==> config.mk <==
export PLATFORM = sky130hd
export DESIGN_NAME = integer_string_parser
export DESIGN_NICKNAME = d
export VERILOG_FILES = /design/src/rtl/isp_pkg.sv /design/src/rtl/isp_step.sv /design/src/rtl/integer_string_parser.sv
export SDC_FILE = /design/constraint.sdc
export NUM_CORES = 1
export LEC_CHECK = 0
export BUFFER_PORTS_ARGS = -buffer_cell sky130_fd_sc_hd__buf_2
export CAP_MARGIN = 15
export CORE_MARGIN = 2
export CORE_UTILIZATION = 50
export CTS_CLUSTER_DIAMETER = 80
export DETAILED_ROUTE_END_ITERATION = 16
export PLACE_DENSITY = 0.77
export SYNTH_ARGS = -nofsm -noshare
export SYNTH_HDL_FRONTEND = slang
export SYNTH_SLANG_ARGS = --single-unit
==> constraint.sdc <==
create_clock -name clk_i -period 7.1 [get_ports clk_i]
set_input_delay 0 -clock clk_i [delete_from_list [all_inputs] [get_ports clk_i]]
set_output_delay 0 -clock clk_i [all_outputs]
set_load 0.005 [all_outputs]
==> src/rtl/isp_pkg.sv <==
`timescale 1ns / 1ps
`default_nettype none

package isp_pkg;

  // Longest string the position counter tracks before it saturates
  localparam int unsigned MAX_LEN = 256;
  localparam int unsigned POS_W = $clog2(MAX_LEN + 1);
  localparam logic [POS_W-1:0] POS_MAX = POS_W'(MAX_LEN);

  localparam int unsigned CH_W = 8;
  localparam int unsigned BASE_W = 6;
  localparam int unsigned ACC_W = 64;
  localparam int unsigned END_W = 9;
  localparam logic [BASE_W-1:0] BASE_MAX = 6'd36;
  localparam logic [BASE_W-1:0] RADIX_RESET = 6'd10;

  // Packed widths on the stream ports
  localparam int unsigned IN_DATA_W = 8;
  localparam int unsigned OUT_FIELDS_W = ACC_W + END_W + 2;
  localparam int unsigned OUT_DATA_W = ((OUT_FIELDS_W + 7) / 8) * 8;

  typedef enum logic [2:0] {
    PH_WS     = 3'd0,
    PH_START  = 3'd1,
    PH_ZERO   = 3'd2,
    PH_XSEEN  = 3'd3,
    PH_DIGITS = 3'd4,
    PH_DONE   = 3'd5
  } phase_e;

  typedef struct packed {
    phase_e            phase;
    logic              negative;
    logic [ACC_W-1:0]  acc;
    logic [BASE_W-1:0] base;
    logic [POS_W-1:0]  position;
    logic [POS_W-1:0]  digits_end;
    logic              overflowed;
  } parse_t;

  localparam parse_t PARSE_RESET = '{
    phase:      PH_WS,
    negative:   1'b0,
    acc:        '0,
    base:       '0,
    position:   '0,
    digits_end: '0,
    overflowed: 1'b0
  };

  // Result before the sign is applied
  typedef struct packed {
    logic [ACC_W-1:0] magnitude;
    logic             negative;
    logic [END_W-1:0] end_index;
    logic             error;
    logic             overflow;
  } result_t;

endpackage

`default_nettype wire

==> src/rtl/isp_step.sv <==
`timescale 1ns / 1ps
`default_nettype none

module isp_step (
  input  var isp_pkg::parse_t              st_i,
  input  var logic [isp_pkg::CH_W-1:0]     ch_i,
  input  var logic                         last_i,
  input  var logic [isp_pkg::BASE_W-1:0]   radix_i,
  output isp_pkg::parse_t                  st_o,
  output isp_pkg::result_t                 res_o
);

  localparam logic [isp_pkg::CH_W-1:0] CH_SPACE = 8'h20;
  localparam logic [isp_pkg::CH_W-1:0] CH_TAB   = 8'h09;
  localparam logic [isp_pkg::CH_W-1:0] CH_CR    = 8'h0D;
  localparam logic [isp_pkg::CH_W-1:0] CH_PLUS  = 8'h2B;
  localparam logic [isp_pkg::CH_W-1:0] CH_MINUS = 8'h2D;
  localparam logic [isp_pkg::CH_W-1:0] CH_ZERO  = 8'h30;
  localparam logic [isp_pkg::CH_W-1:0] CH_NINE  = 8'h39;
  localparam logic [isp_pkg::CH_W-1:0] CH_UA    = 8'h41;
  localparam logic [isp_pkg::CH_W-1:0] CH_UZ    = 8'h5A;
  localparam logic [isp_pkg::CH_W-1:0] CH_LA    = 8'h61;
  localparam logic [isp_pkg::CH_W-1:0] CH_LZ    = 8'h7A;
  localparam logic [isp_pkg::CH_W-1:0] CH_UX    = 8'h58;
  localparam logic [isp_pkg::CH_W-1:0] CH_LX    = 8'h78;
  localparam logic [isp_pkg::BASE_W-1:0] BASE_OCT = 6'd8;
  localparam logic [isp_pkg::BASE_W-1:0] BASE_DEC = 6'd10;
  localparam logic [isp_pkg::BASE_W-1:0] BASE_HEX = 6'd16;
  localparam logic [isp_pkg::BASE_W-1:0] BASE_MIN = 6'd2;
  localparam logic [isp_pkg::BASE_W-1:0] BASE_ONE = 6'd1;
  localparam logic [isp_pkg::CH_W-1:0] LETTER_OFS = 8'd10;
  localparam int unsigned PROD_W = isp_pkg::ACC_W + isp_pkg::BASE_W;

  function automatic logic [isp_pkg::BASE_W-1:0] digit_of(logic [isp_pkg::CH_W-1:0] c);
    logic [isp_pkg::CH_W-1:0] v;
    v = {2'b10, isp_pkg::BASE_MAX};
    if (c >= CH_ZERO && c <= CH_NINE) begin
      v = c - CH_ZERO;
    end else if (c >= CH_LA && c <= CH_LZ) begin
      v = c - CH_LA + LETTER_OFS;
    end else if (c >= CH_UA && c <= CH_UZ) begin
      v = c - CH_UA + LETTER_OFS;
    end else begin
      v = {2'b00, isp_pkg::BASE_MAX};
    end
    return v[isp_pkg::BASE_W-1:0];
  endfunction

  function automatic logic base_bad(logic [isp_pkg::BASE_W-1:0] b);
    return (b == BASE_ONE) || (b > isp_pkg::BASE_MAX);
  endfunction

  function automatic logic [isp_pkg::POS_W-1:0] sat_next(logic [isp_pkg::POS_W-1:0] p);
    return (p >= isp_pkg::POS_MAX) ? isp_pkg::POS_MAX : p + 1'b1;
  endfunction

  function automatic logic [isp_pkg::END_W-1:0] to_end(logic [isp_pkg::POS_W-1:0] p);
    logic [isp_pkg::POS_W+isp_pkg::END_W-1:0] ext;
    ext = {{isp_pkg::END_W{1'b0}}, p};
    return ext[isp_pkg::END_W-1:0];
  endfunction

  isp_pkg::parse_t          n;
  isp_pkg::phase_e          ph;
  logic [isp_pkg::BASE_W-1:0] base;
  logic [isp_pkg::BASE_W-1:0] tbase;
  logic [isp_pkg::BASE_W-1:0] dig;
  logic                     start_num;
  logic                     take;
  logic [PROD_W-1:0]        prod;
  logic                     res_err;

  assign dig = digit_of(ch_i);

  always_comb begin
    ph = st_i.phase;
    base = st_i.base;
    // Latch the base on the first byte of a string
    if (st_i.position == '0 && st_i.phase == isp_pkg::PH_WS) begin
      base = radix_i;
      if (base_bad(radix_i)) begin
        ph = isp_pkg::PH_DONE;
      end
    end

    n = st_i;
    n.phase = ph;
    n.base = base;
    start_num = 1'b0;
    take = 1'b0;
    tbase = base;

    case (ph)
      isp_pkg::PH_WS: begin
        if (ch_i == CH_SPACE || (ch_i >= CH_TAB && ch_i <= CH_CR)) begin
          n.phase = isp_pkg::PH_WS;
        end else if (ch_i == CH_PLUS || ch_i == CH_MINUS) begin
          n.negative = (ch_i == CH_MINUS);
          n.phase = isp_pkg::PH_START;
        end else begin
          start_num = 1'b1;
        end
      end
      isp_pkg::PH_START: begin
        start_num = 1'b1;
      end
      isp_pkg::PH_ZERO: begin
        if (ch_i == CH_LX || ch_i == CH_UX) begin
          n.base = BASE_HEX;
          n.phase = isp_pkg::PH_XSEEN;
        end else begin
          tbase = (base == '0) ? BASE_OCT : base;
          n.base = tbase;
          take = 1'b1;
        end
      end
      isp_pkg::PH_XSEEN, isp_pkg::PH_DIGITS: begin
        take = 1'b1;
      end
      default: begin
        n.phase = ph;
      end
    endcase

    if (start_num) begin
      if (ch_i == CH_ZERO && (base == '0 || base == BASE_HEX)) begin
        n.acc = '0;
        n.digits_end = sat_next(st_i.position);
        n.phase = isp_pkg::PH_ZERO;
      end else begin
        tbase = (base == '0) ? BASE_DEC : base;
        n.base = tbase;
        take = 1'b1;
      end
    end

    // One multiply-add per byte; carry bits above 64 flag overflow
    prod = {{isp_pkg::BASE_W{1'b0}}, st_i.acc} * {{isp_pkg::ACC_W{1'b0}}, tbase}
         + {{isp_pkg::ACC_W{1'b0}}, dig};

    if (take) begin
      if (tbase < BASE_MIN || dig >= tbase) begin
        n.phase = isp_pkg::PH_DONE;
      end else begin
        n.overflowed = st_i.overflowed | (|prod[PROD_W-1:isp_pkg::ACC_W]);
        n.acc = prod[isp_pkg::ACC_W-1:0];
        n.digits_end = sat_next(st_i.position);
        n.phase = isp_pkg::PH_DIGITS;
      end
    end

    n.position = sat_next(st_i.position);

    res_err = base_bad(n.base);
    res_o.error = res_err;
    res_o.magnitude = res_err ? '0 : n.acc;
    res_o.negative = n.negative & ~res_err;
    res_o.end_index = res_err ? '0 : to_end(n.digits_end);
    res_o.overflow = n.overflowed & ~res_err;

    // A string ends here: start the next one from scratch
    st_o = last_i ? isp_pkg::PARSE_RESET : n;
  end

endmodule

`default_nettype wire

==> src/rtl/integer_string_parser.sv <==
`timescale 1ns / 1ps
// Streaming integer parser, bases 2 to 36, one byte of a string per beat.
// Slave channel: s_axis_tdata[7:0] carries the byte, s_axis_tlast marks the
// final byte of the string. Each string produces exactly one result beat on
// the master channel when its final byte has been parsed; other bytes give no
// output. Master tdata holds the signed value (two's complement, wrapping
// modulo 2^64), the count of bytes up to the last digit, an invalid-base
// error flag and an overflow flag.
// cfg_we_i/cfg_wdata_i write the radix (0 = detect from prefix). Write it only
// while no string is in flight; each string samples it on its first byte.
// A final byte passes from the input register through the parse step into
// the output register that drives m_axis_tvalid. Throughput: one byte per
// cycle unless a final byte waits on a busy output; the per-byte step is one
// 64x6 multiply-add feeding the accumulator register.
// A stalled master side holds the result in the output register while the
// parser keeps taking bytes of the next string; only a second final byte
// waits, and then the input register backs up to s_axis_tready.
// Reset: radix returns to 10, the parser to its white-space phase, and both
// channel registers empty.
`default_nettype none

module integer_string_parser (
  input  var logic                                clk_i,
  input  var logic                                rst_ni,
  input  var logic                                s_axis_tvalid,
  output logic                                    s_axis_tready,
  input  var logic [isp_pkg::IN_DATA_W-1:0]       s_axis_tdata,  // [7:0] ch
  input  var logic                                s_axis_tlast,  // last
  output logic                                    m_axis_tvalid,
  input  var logic                                m_axis_tready,
  // [63:0] value, [72:64] end_index, [73] error, [74] overflow, [79:75] zero
  output logic [isp_pkg::OUT_DATA_W-1:0]          m_axis_tdata,
  input  var logic                                cfg_we_i,
  input  var logic [isp_pkg::BASE_W-1:0]          cfg_wdata_i
);

  logic [isp_pkg::BASE_W-1:0] radix_q;

  logic                       in_valid_q, in_valid_d;
  logic [isp_pkg::CH_W-1:0]   ch_q;
  logic                       last_q;

  isp_pkg::parse_t            st_q, st_d;
  isp_pkg::result_t           res_d, res_q;
  logic                       out_valid_q, out_valid_d;

  logic                       s_beat;
  logic                       consume;
  logic [isp_pkg::ACC_W-1:0]  value;

  // Radix register
  always_ff @(posedge clk_i or negedge rst_ni) begin
    if (!rst_ni) begin
      radix_q <= isp_pkg::RADIX_RESET;
    end else if (cfg_we_i) begin
      radix_q <= cfg_wdata_i;
    end
  end

  // Parse the held byte unless it ends a string and the result slot is busy
  assign consume = in_valid_q && (!last_q || !out_valid_q || m_axis_tready);
  assign s_axis_tready = !in_valid_q || consume;
  assign s_beat = s_axis_tvalid && s_axis_tready;
  assign in_valid_d = s_beat || (in_valid_q && !consume);

  always_ff @(posedge clk_i or negedge rst_ni) begin
    if (!rst_ni) begin
      in_valid_q <= 1'b0;
    end else begin
      in_valid_q <= in_valid_d;
    end
  end

  // Input register payload
  always_ff @(posedge clk_i) begin
    if (s_beat) begin
      ch_q   <= s_axis_tdata[isp_pkg::CH_W-1:0];
      last_q <= s_axis_tlast;
    end
  end

  isp_step u_step (
    .st_i    (st_q),
    .ch_i    (ch_q),
    .last_i  (last_q),
    .radix_i (radix_q),
    .st_o    (st_d),
    .res_o   (res_d)
  );

  // Parser state: advance on every consumed byte
  always_ff @(posedge clk_i or negedge rst_ni) begin
    if (!rst_ni) begin
      st_q <= isp_pkg::PARSE_RESET;
    end else if (consume) begin
      st_q <= st_d;
    end
  end

  // Output register: load on a final byte, drop once the beat is taken
  always_comb begin
    out_valid_d = out_valid_q && !m_axis_tready;
    if (consume && last_q) begin
      out_valid_d = 1'b1;
    end
  end

  always_ff @(posedge clk_i or negedge rst_ni) begin
    if (!rst_ni) begin
      out_valid_q <= 1'b0;
    end else begin
      out_valid_q <= out_valid_d;
    end
  end

  always_ff @(posedge clk_i) begin
    if (consume && last_q) begin
      res_q <= res_d;
    end
  end

  // Apply the sign after the register to keep the multiply path short
  assign value = res_q.negative ? ('0 - res_q.magnitude) : res_q.magnitude;

  assign m_axis_tvalid = out_valid_q;
  assign m_axis_tdata = {
    {(isp_pkg::OUT_DATA_W - isp_pkg::OUT_FIELDS_W){1'b0}},
    res_q.overflow,
    res_q.error,
    res_q.end_index,
    value
  };

  // An invalid base reports nothing but the error flag
  a_error_clean: assert property (@(posedge clk_i) disable iff (!rst_ni)
    (out_valid_q && res_q.error) |->
      (res_q.magnitude == '0 && res_q.end_index == '0 && !res_q.overflow && !res_q.negative))
    else $error("error result carries value, index or overflow");

  // A final byte leaves the parser ready for a fresh string
  a_clear_after_last: assert property (@(posedge clk_i) disable iff (!rst_ni)
    (consume && last_q) |=>
      (st_q.phase == isp_pkg::PH_WS && st_q.position == '0 && st_q.acc == '0))
    else $error("parser state not cleared after final byte");

  // The digit end never runs ahead of the bytes seen
  a_end_le_pos: assert property (@(posedge clk_i) disable iff (!rst_ni)
    st_q.digits_end <= st_q.position)
    else $error("digit end beyond position");

  // A waiting result is never overwritten
  a_no_overwrite: assert property (@(posedge clk_i) disable iff (!rst_ni)
    (out_valid_q && !m_axis_tready) |-> !(consume && last_q))
    else $error("result register overwritten while stalled");

endmodule

`default_nettype wire
### Word-level counts from Yosys, hierarchy flattened

Cells that the tools add are included.

| word-level totals | value |
|---|---|
| register bits | 186 |
| latch bits | 0 |
| memory bits (writable) | 0 |
| ROM bits | 0 |
| output and inout port bits | 82 |
| memories kept | 0 |

| operators by class | value |
|---|---|
| add/subtract/negate cells | 8 |
| multipliers | 1 |
| div/mod/pow operators | 0 |
| $lt $le $gt $ge | 13 |
| eq/ne operators | 13 |
| shifts and indexed selects | 0 |
| muxes and demuxes | 44 |
| bitwise operators | 4 |
| reductions and logical operators | 33 |

Operator list:

| operator | number |
|---|---|
| 2-to-1 mux 64 bit | 4 |
| 2-to-1 mux 93 bit | 1 |
| 2-to-1 mux 6 bit | 13 |
| adder 70 x 6 -> 70 bit | 1 |
| multiplier 64 x 6 -> 70 bit | 1 |
| 2-to-1 mux 70 bit | 1 |
| subtractor 1 x 64 -> 64 bit, first input constant | 1 |
| == test 8 x 6 -> 1 bit, second input constant | 4 |
| 2-to-1 mux 9 bit | 3 |
| 2-to-1 mux 3 bit | 7 |
| 2-to-1 mux 10 bit | 2 |
| == test 8 x 7 -> 1 bit, second input constant | 2 |
| greater-or-equal comparator 8 x 7 -> 1 bit, second input constant | 2 |
| <= comparator 8 x 7 -> 1 bit, second input constant | 2 |
| adder 6 x 4 -> 6 bit, second input constant | 2 |
| == test 6 x 1 -> 1 bit, second input constant | 2 |
| greater-than comparator 6 bit, second input constant | 2 |
| subtractor 6 bit, second input constant | 2 |
| logical AND 1 bit | 11 |
| logical OR 1 bit | 11 |
| adder 9 x 1 -> 9 bit, second input constant | 1 |
| greater-or-equal comparator 9 bit, second input constant | 1 |
| logical NOT 9 bit | 1 |
| 2-to-1 mux 1 bit | 9 |
| other kinds (22) | 30 |

### Longest topological paths before layout

Gate-level depths: netlist of run 1.

| logic depth | value |
|---|---|
| depth after elaboration | 16 |
| gate-level depth with buffers | 30 |
| depth with buffers taken out | 28 |

### By module

Synthesis of run 1 repeated with hierarchy kept, for this count alone.

| second synthesis, totals | value |
|---|---|
| cells, all modules | 2459 |
| area, all modules | 23550.1 um^2 |

Modules (own cells, without submodules):

| module | instances | cells an instance | area each (um^2) | sequential area each (um^2) |
|---|---|---|---|---|
| isp_step | 1 | 1927 | 15651.3 | 0.0 |
| integer_string_parser | 1 | 532 | 7898.8 | 5082.4 |

### Worst setup path after synthesis of run 1

Ideal clock, no wire load.

| timing path | value |
|---|---|
| kind | flip-flop to flip-flop |
| from | register st_q[16] (netlist bit) |
| to | register res_q (netlist bit m_axis_tdata[74]), data pin |
| arrival | 7285 ps |
| required time | 6824 ps |
| setup slack | -461 ps |
| stages on the path, launching flop included | 28 |
| path buffers | 2 |
| cell sequence | dfrtp_1 -> nor4_1 -> nand4_2 -> or3_1 -> a211oi_1 -> o22ai_1 -> a31o_2 -> clkbuf_1 -> clkbuf_1 -> nand2_1 -> fa_1 -> fa_1 -> inv_1 -> fa_1 -> inv_1 -> fa_1 -> inv_1 -> ha_1 -> o211ai_1 -> o21ai_1 -> a21oi_1 -> o41ai_1 -> a211oi_1 -> nor4_1 -> nor3_1 -> o32a_1 -> nor4b_1 -> a221oi_1 |

RTL lines:

| item | line | RTL |
|---|---|---|
| from (decl) | integer_string_parser.sv:43 | `isp_pkg::parse_t st_q, st_d;` |
| from (signal assigned) | integer_string_parser.sv:94 | `st_q <= isp_pkg::PARSE_RESET;` |
| from (signal assigned) | integer_string_parser.sv:96 | `st_q <= st_d;` |
| to (signal assigned) | integer_string_parser.sv:118 | `res_q <= res_d;` |
| to (decl) | integer_string_parser.sv:44 | `isp_pkg::result_t res_d, res_q;` |

==> results of run 1 <==
## cells by family after synthesis
kind of cell	after synthesis
flops	186
fa+ha+maj	416
simple gates	971
mux	19
compound gates	565
buf+inv	216
xor+xnor	122
other cells	1
## per-stage QoR
stage          setup TNS (ps)  cells  utilization, %
6_report                 -386   3380            62.8
2_1_floorplan               0   2500               -
4_1_cts                  -120   3344            58.7
5_1_grt                 -5910   3380            62.8
3_5_place_dp            -2530   3286            56.6
3_3_place_gp             -141   3286            56.6
## report_power, final
part / switching [uW] / internal (uW)
registers: 184 / 1300
clock network: 534 / 475
logic: 2370 / 1580
total: 3090 / 3350
## worst max-delay path by stage
stage | cells after the start | slack, ps | endpoint
finish | 26 | -150 | m_axis_tdata[74]
global route | 28 | -380 | m_axis_tdata[74]
CTS | 30 | -60 | res_q[66]
detailed placement | 29 | -300 | m_axis_tdata[74]
global placement | 28 | -70 | m_axis_tdata[74]
floorplan | 24 | 7 | m_axis_tdata[74]
## repair_timing
item                                    in CTS  in global routing
buffers inserted                             1                 37
hold endpoints to repair                    69                  0
resized for setup                           22                269
hold buffers                                25                  0
pin swaps                                    3                161
gates cloned                                 0                  5
endpoints found under the setup margin      27                 71
## cells in the final DEF, fill, tap and decap left out, types with 95 or more instances in the layout
cell / count
buf_4: 243
nand2_1: 223
nor2b_1: 136
a21oi_1: 127
and2_1: 247
fa_1: 246
dfrtp_1: 99
nor2_1: 99
ha_1: 103
buf_2: 95
## cells in the mapped netlist (all sizes together) (9+ instances only)
master  instances  area, sq um
a211oi          9         67.6
a21boi         12         93.8
a21o           32          240
a21oi         155          776
a22o           33          289
a22oi          11         82.6
a31oi          16          100
a32o            9         90.1
and2          265         1660
and3           18          113
buf            37          223
clkbuf        103          387
dfrtp          99         2480
edfxtp         85         2550
fa            252         5040
ha            164         2050
inv            76          285
mux2            9          101
mux2i          10          100
nand2         231          870
nand2b         10         62.6
nand3          70          350
nand4          25          163
nor2          107          402
nor2b         139          870
nor3           37          190
nor4           13         81.3
o211ai         10         75.1
o21a           23          173
o21ai         148          741
o21bai         21          158
o31ai          26          210
o41ai          13          133
or3            23          149
xnor2          94          823
xor2           28          245
## state kept, by name (all words and copies together) (netlist names)
| signal | cells |
|---|---|
| m_axis_tdata | 11 |
| res_q | 65 |
| ch_q | 8 |
| m_axis_tvalid | 1 |
| radix_q | 6 |
| st_q | 93 |
| in_valid_q | 1 |
| last_q | 1 |
## final cells by class
type,instances,share of cell area (%)
diodes,1,0.00874
clock buffers,18,1.50
clock inverters,14,0.620
inverters,76,1.00
multi-input cells,2098,66.1
flip-flops and latches,186,17.7
well taps,600,2.62
repair buffers,387,10.4
## per-layer routing
layer  wire length (microns)  track usage, %
met1                   29900            41.0
met2                   34400            48.5
met3                    7390            7.85
met4                    2140            7.84
met5                      13               0
## critical path: stages (launching register included)
cell and delay, ps:
dfrtp_1 430, nor4_4 370, nand4_4 170, buf_6 170, mux2_4 320, nor3_4 230
nand3_2 130, o21ai_4 300, clkbuf_16 230, buf_12 110, clkbuf_16 140, and2_4 140
fa_1 430, fa_2 590, fa_2 450, ha_4 170, ha_1 290, a21o_1 200
a21o_1 180, a21oi_2 150, o2111ai_1 130, and3_4 220, a221o_1 360, a22o_1 260
o32a_1 360, nor4b_2 270, a221oi_1 140
==> results.py, run 1 <==
metrics = {
    "clock_tree": {
        "h-tree-depth": 4,
        "cts_tree": "done",
        "clock-sinks": 186,
        "clock_latency_ps": 520,
        "root_buffer": "clkbuf_16",
        "numCtsBuffers": 17,
        "clk_pin_slew_ps": 90,
        "max-clock-path-buffers": 2,
    },
    "timing": {
        "tightest_slew_ps": 1110,
        "period_needed_ps": 7250,
        "whs_ps": 87.9,
        "relSlewSlack_pct": 25.7,
        "fin_crit_sh_pct": 102,
        "drv_slew": 0,
        "setup_viol": 7,
        "hold_violations": 0,
        "fin_worst_skew_ps": 20.4,
        "max_freq_mhz": 138,
        "fin_ws_ps": -155,
        "rsz0062_at_grt": "yes",
    },
    "power": {
        "finalPower_uw": 6450,
        "power_leakage_uw": 0.0129,
        "ir_drop_uv": 307,
        "powerDensity_mw_per_mm2": 225,
    },
    "finish": {
        "drive_above_1_share_pct": 23.5,
        "nets": 3202,
        "regArea_sq_mm": 0.00508,
        "area_growth_syn_to_layout_pct": 23.4,
        "final.fill_count": 3591,
        "multiInputGateArea_sq_mm": 0.0189,
        "finish.instance_area_sq_mm": 0.0286,
    },
    "yosys": {
        "synthXorXnorAreaFrac_pct": 4.60,
        "syn_inst": 2496,
        "synth_fa_ha_area_share_pct": 30.6,
        "synth_edf_count": 85,
        "ys_ff_latch": 186,
        "yosysWarningCount": 0,
        "yosys.area_share.simple_pct": 22.4,
        "synthArstFlopShare_pct": 54.3,
        "ys_seq_area_share_pct": 21.9,
        "synth_top_family_by_area": "adder cells",
        "synth_compound_area_share_pct": 15.7,
        "synthMuxAreaShare_pct": 0.868,
        "syn_avg_cell_area_sq_um": 9.30,
        "synthDistinctLibCells": 83,
        "netlist_area_sq_mm": 0.0232,
        "synth_flop_cell": "dfrtp_1",
    },
    "worst_hold_path": {
        "holdCritPathClass": "in -> async",
    },
    "setup_path": {
        "start_kind": "flip-flop",
        "worst-path-max-fanout": 5,
        "rr_startpoint": "st_q[16]",
        "r2r_cells": 26,
        "worstSetupPathType": "reg -> reg",
        "crit_path_start": "st_q[16]",
        "r2r_setup_slack_ps": -150,
        "crit_path_end_kind": "flip-flop",
        "r2r-end": "m_axis_tdata[74]",
        "cp.arrival_ps": 7490,
        "critical_path_required_ps": 7330,
    },
    "outcome": {
        "violations": "negative setup slack",
        "status": "finished, violations left",
    },
    "placed_design": {
        "place.gp.congestion": 0.939,
        "io_buffers": 96,
        "dpl.hpwl_microns": 53500,
        "pre_cts_ws_ps": -298,
        "place_area_sq_mm": 0.0258,
    },
    "global_routing": {
        "grt_usage_pct": 30.3,
        "grt_max_degree": 69,
        "gr-total-overflow": 0,
        "grt_pass1_vias": 20700,
        "grt_pass1_wl_microns": 113000,
        "antenna_found_initial": 4,
    },
    "routing": {
        "drt_iter0_drc": 2154,
        "wire_per_inst_microns": 21.8,
        "dr.pass1.iters": 8,
        "vias": 20800,
        "drc": 0,
        "final_antenna_net_count": 0,
        "via_per_inst": 6.14,
        "wl_microns": 73800,
    },
    "floorplanning": {
        "core_sq_mm": 0.0456,
        "die_h_microns": 219,
        "die_area_sq_mm": 0.0482,
        "rows": 78,
        "chipWidth_microns": 219,
        "ios": 102,
        "start_util_pct": 50.9,
    },
    "flow_run": {
        "maxCapViolCount": 0,
    },
}
No activity file was read; power rests on OpenSTA's default activity.
==> inputs of run 2 (changes only) <==
--- a/config.mk
+++ b/config.mk
@@ -11,7 +11,7 @@
 export CORE_UTILIZATION = 50
 export CTS_CLUSTER_DIAMETER = 80
 export DETAILED_ROUTE_END_ITERATION = 16
-export PLACE_DENSITY = 0.77
+export PLACE_DENSITY = 0.75
 export SYNTH_ARGS = -nofsm -noshare
 export SYNTH_HDL_FRONTEND = slang
 export SYNTH_SLANG_ARGS = --single-unit
==> constraint.sdc (replaced) <==
create_clock -name clk_i -period 6.9 [get_ports clk_i]
set_input_delay 0 -clock clk_i [delete_from_list [all_inputs] [get_ports clk_i]]
set_output_delay 0 -clock clk_i [all_outputs]
set_load 0.005 [all_outputs]
==> run 2 against run 1 <==
The flow still finishes with violations (negative setup slack). Worst setup slack gained 53 ps. Sequential share of layout area is 0.78 points lower. Maximum frequency grew 3.6%. Global-route usage grew 2.4 points. Count of clock-buffer cells in the layout down 1. Clock power is 14% higher. Combinational power rose by 8.3%. Routed wire length rose by 5.8%. Final area increased by 4.6%. Core utilization up 2.9 points. Register-to-register slack improved by 50 ps. Die area did not move. Critical endpoint unchanged. Largest power group unchanged. Highest routed layer is now met4.
==> results.py, run 2 (same netlist as run 1, synthesis figures left out) <==
metrics = {
    "timing": {
        "period_needed_ps": 7000,
        "relSlewSlack_pct": 23.0,
        "rsz0062_at_grt": "yes",
        "max_freq_mhz": 143,
        "whs_ps": 24.5,
        "fin_ws_ps": -101,
        "fin_worst_skew_ps": 16.4,
        "fin_crit_sh_pct": 101,
        "tightest_slew_ps": 1150,
        "hold_violations": 0,
        "drv_slew": 0,
        "setup_viol": 10,
        "fin_setup_tns_ps": -528,
    },
    "outcome": {
        "status": "finished, violations left",
        "violations": "negative setup slack",
    },
    "routing": {
        "wl_microns": 78200,
        "final_antenna_net_count": 0,
        "drc": 0,
        "vias": 21300,
        "dr.pass1.iters": 7,
        "via_per_inst": 6.15,
        "drt_iter0_drc": 1947,
        "wire_per_inst_microns": 22.6,
    },
    "flow_run": {
        "maxCapViolCount": 0,
    },
    "clock_tree": {
        "cts_tree": "done",
        "numCtsBuffers": 17,
        "max-clock-path-buffers": 2,
        "root_buffer": "clkbuf_16",
        "h-tree-depth": 4,
        "clock-sinks": 186,
        "clock_latency_ps": 530,
        "clk_pin_slew_ps": 100,
    },
    "global_routing": {
        "grt_pass1_vias": 21700,
        "grt_max_degree": 69,
        "gr-total-overflow": 0,
        "antenna_found_initial": 0,
        "grt_pass1_wl_microns": 120000,
        "grt_usage_pct": 32.7,
    },
    "floorplanning": {
        "die_h_microns": 219,
        "rows": 78,
        "chipWidth_microns": 219,
        "die_area_sq_mm": 0.0482,
        "start_util_pct": 50.9,
        "core_sq_mm": 0.0456,
        "ios": 102,
    },
    "setup_path": {
        "start_kind": "flip-flop",
        "rr_startpoint": "st_q[13]",
        "cp.arrival_ps": 7240,
        "crit_path_start": "st_q[13]",
        "worstSetupPathType": "reg -> reg",
        "r2r-end": "m_axis_tdata[74]",
        "critical_path_required_ps": 7130,
        "r2r_cells": 27,
        "crit_path_end_kind": "flip-flop",
        "r2r_setup_slack_ps": -100,
        "worst-path-max-fanout": 6,
    },
    "power": {
        "finalPower_uw": 6960,
        "power_leakage_uw": 0.0134,
        "ir_drop_uv": 282,
        "powerDensity_mw_per_mm2": 232,
    },
    "finish": {
        "final.fill_count": 3507,
        "largest_reg_flops": 93,
        "utilization_pct": 65.7,
        "layout_common_cells": "314 x buf_4, 250 x and2_1, 241 x fa_1",
        "antenna_cells": 0,
        "drive_above_1_share_pct": 28.3,
        "top_register": "st_q",
        "area_growth_syn_to_layout_pct": 29.0,
        "nets": 3287,
        "final_common_cell": "buf_4",
    },
    "placed_design": {
        "dpl.hpwl_microns": 55600,
        "place.gp.congestion": 0.990,
        "io_buffers": 96,
    },
    "worst_hold_path": {
        "holdCritPathClass": "in -> async",
    },
}
[run 2: cell count changes in the layout (fill, tap and decap cells not counted), moves of 7 or more]
| cell | change |
|---|---|
| ha_4 | +14 |
| a21oi_2 | +17 |
| o21ai_0 | -11 |
| buf_6 | +8 |
| ha_1 | -14 |
| buf_4 | +71 |
| a21oi_1 | -19 |
| buf_12 | +7 |
[run 2: metal layers]
layer / share of wire (%) / vias to the layer above / track usage (%) / wire length, microns
met3: 9.1 / 213 / 8.28 / 7080
met4: 3.8 / 0 / 14.1 / 2960
li1: - / 9381 / - / -
met2: 47 / 1140 / 51.9 / 37000
met1: 40 / 10600 / 42.5 / 31100
met5: 0 / - / 0 / 0
[run 2: final cells by class]
type	instances	area (sq um)	share of cell area, %
tap	600	751	2.51
multi-input combinational	2098	19500	65.1
inverter	76	287	0.957
clock buffer	17	425	1.42
timing repair buffer	472	3680	12.3
sequential	186	5080	17.0
clock inverter	15	238	0.794
[run 2: repair_timing]
action | in CTS | in global routing
setup buffers | 13 | 40
setup endpoints to repair | 46 | 72
cloned | 3 | 0
endpoints found under the hold margin | 57 | 0
pin swaps | 52 | 182
hold buffers | 25 | 0
resized for setup | 90 | 275
[run 2: through the flow]
stage | instance area (sq um) | worst slack (ps) | cells
6_report | 30000 | -101 | 3464
3_5_place_dp | 26600 | -396 | 3355
3_3_place_gp | 26600 | -326 | 3355
2_1_floorplan | 23700 | -26.4 | 2500
5_1_grt | 30000 | -362 | 3464
4_1_cts | 28300 | -53.6 | 3428
[run 2: worst max-delay path by stage]
stage | slack (ps) | cells past startpoint | endpoint
6_report | -100 | 27 | m_axis_tdata[74]
5_1_grt | -360 | 26 | m_axis_tdata[74]
3_3_place_gp | -330 | 28 | m_axis_tdata[74]
3_5_place_dp | -400 | 28 | res_q[68]
4_1_cts | -50 | 25 | m_axis_tdata[74]
2_1_floorplan | -30 | 27 | res_q[74]
[run 2: critical path, stage by stage, from the launching register on]
cell and delay (ps):
dfrtp_1 430, nor4_4 350, nand4_4 140, buf_6 160, mux2_4 320, nor3_4 210
nand3_2 110, o21ai_4 200, buf_12 140, buf_12 110, buf_12 120, buf_12 100
and2_1 160, fa_1 450, fa_1 500, fa_1 570, ha_4 230, ha_4 250
a21oi_2 170, o21ai_2 90, a21oi_2 180, o2111ai_1 110, and3_1 190, a221o_1 360
a22o_1 250, o32a_1 370, nor4b_4 310, a221oi_2 110
[run 2: report_power, final]
part           internal, uW  switching [uW]
combinational          1770            2520
clock                   521             628
sequential             1330             192
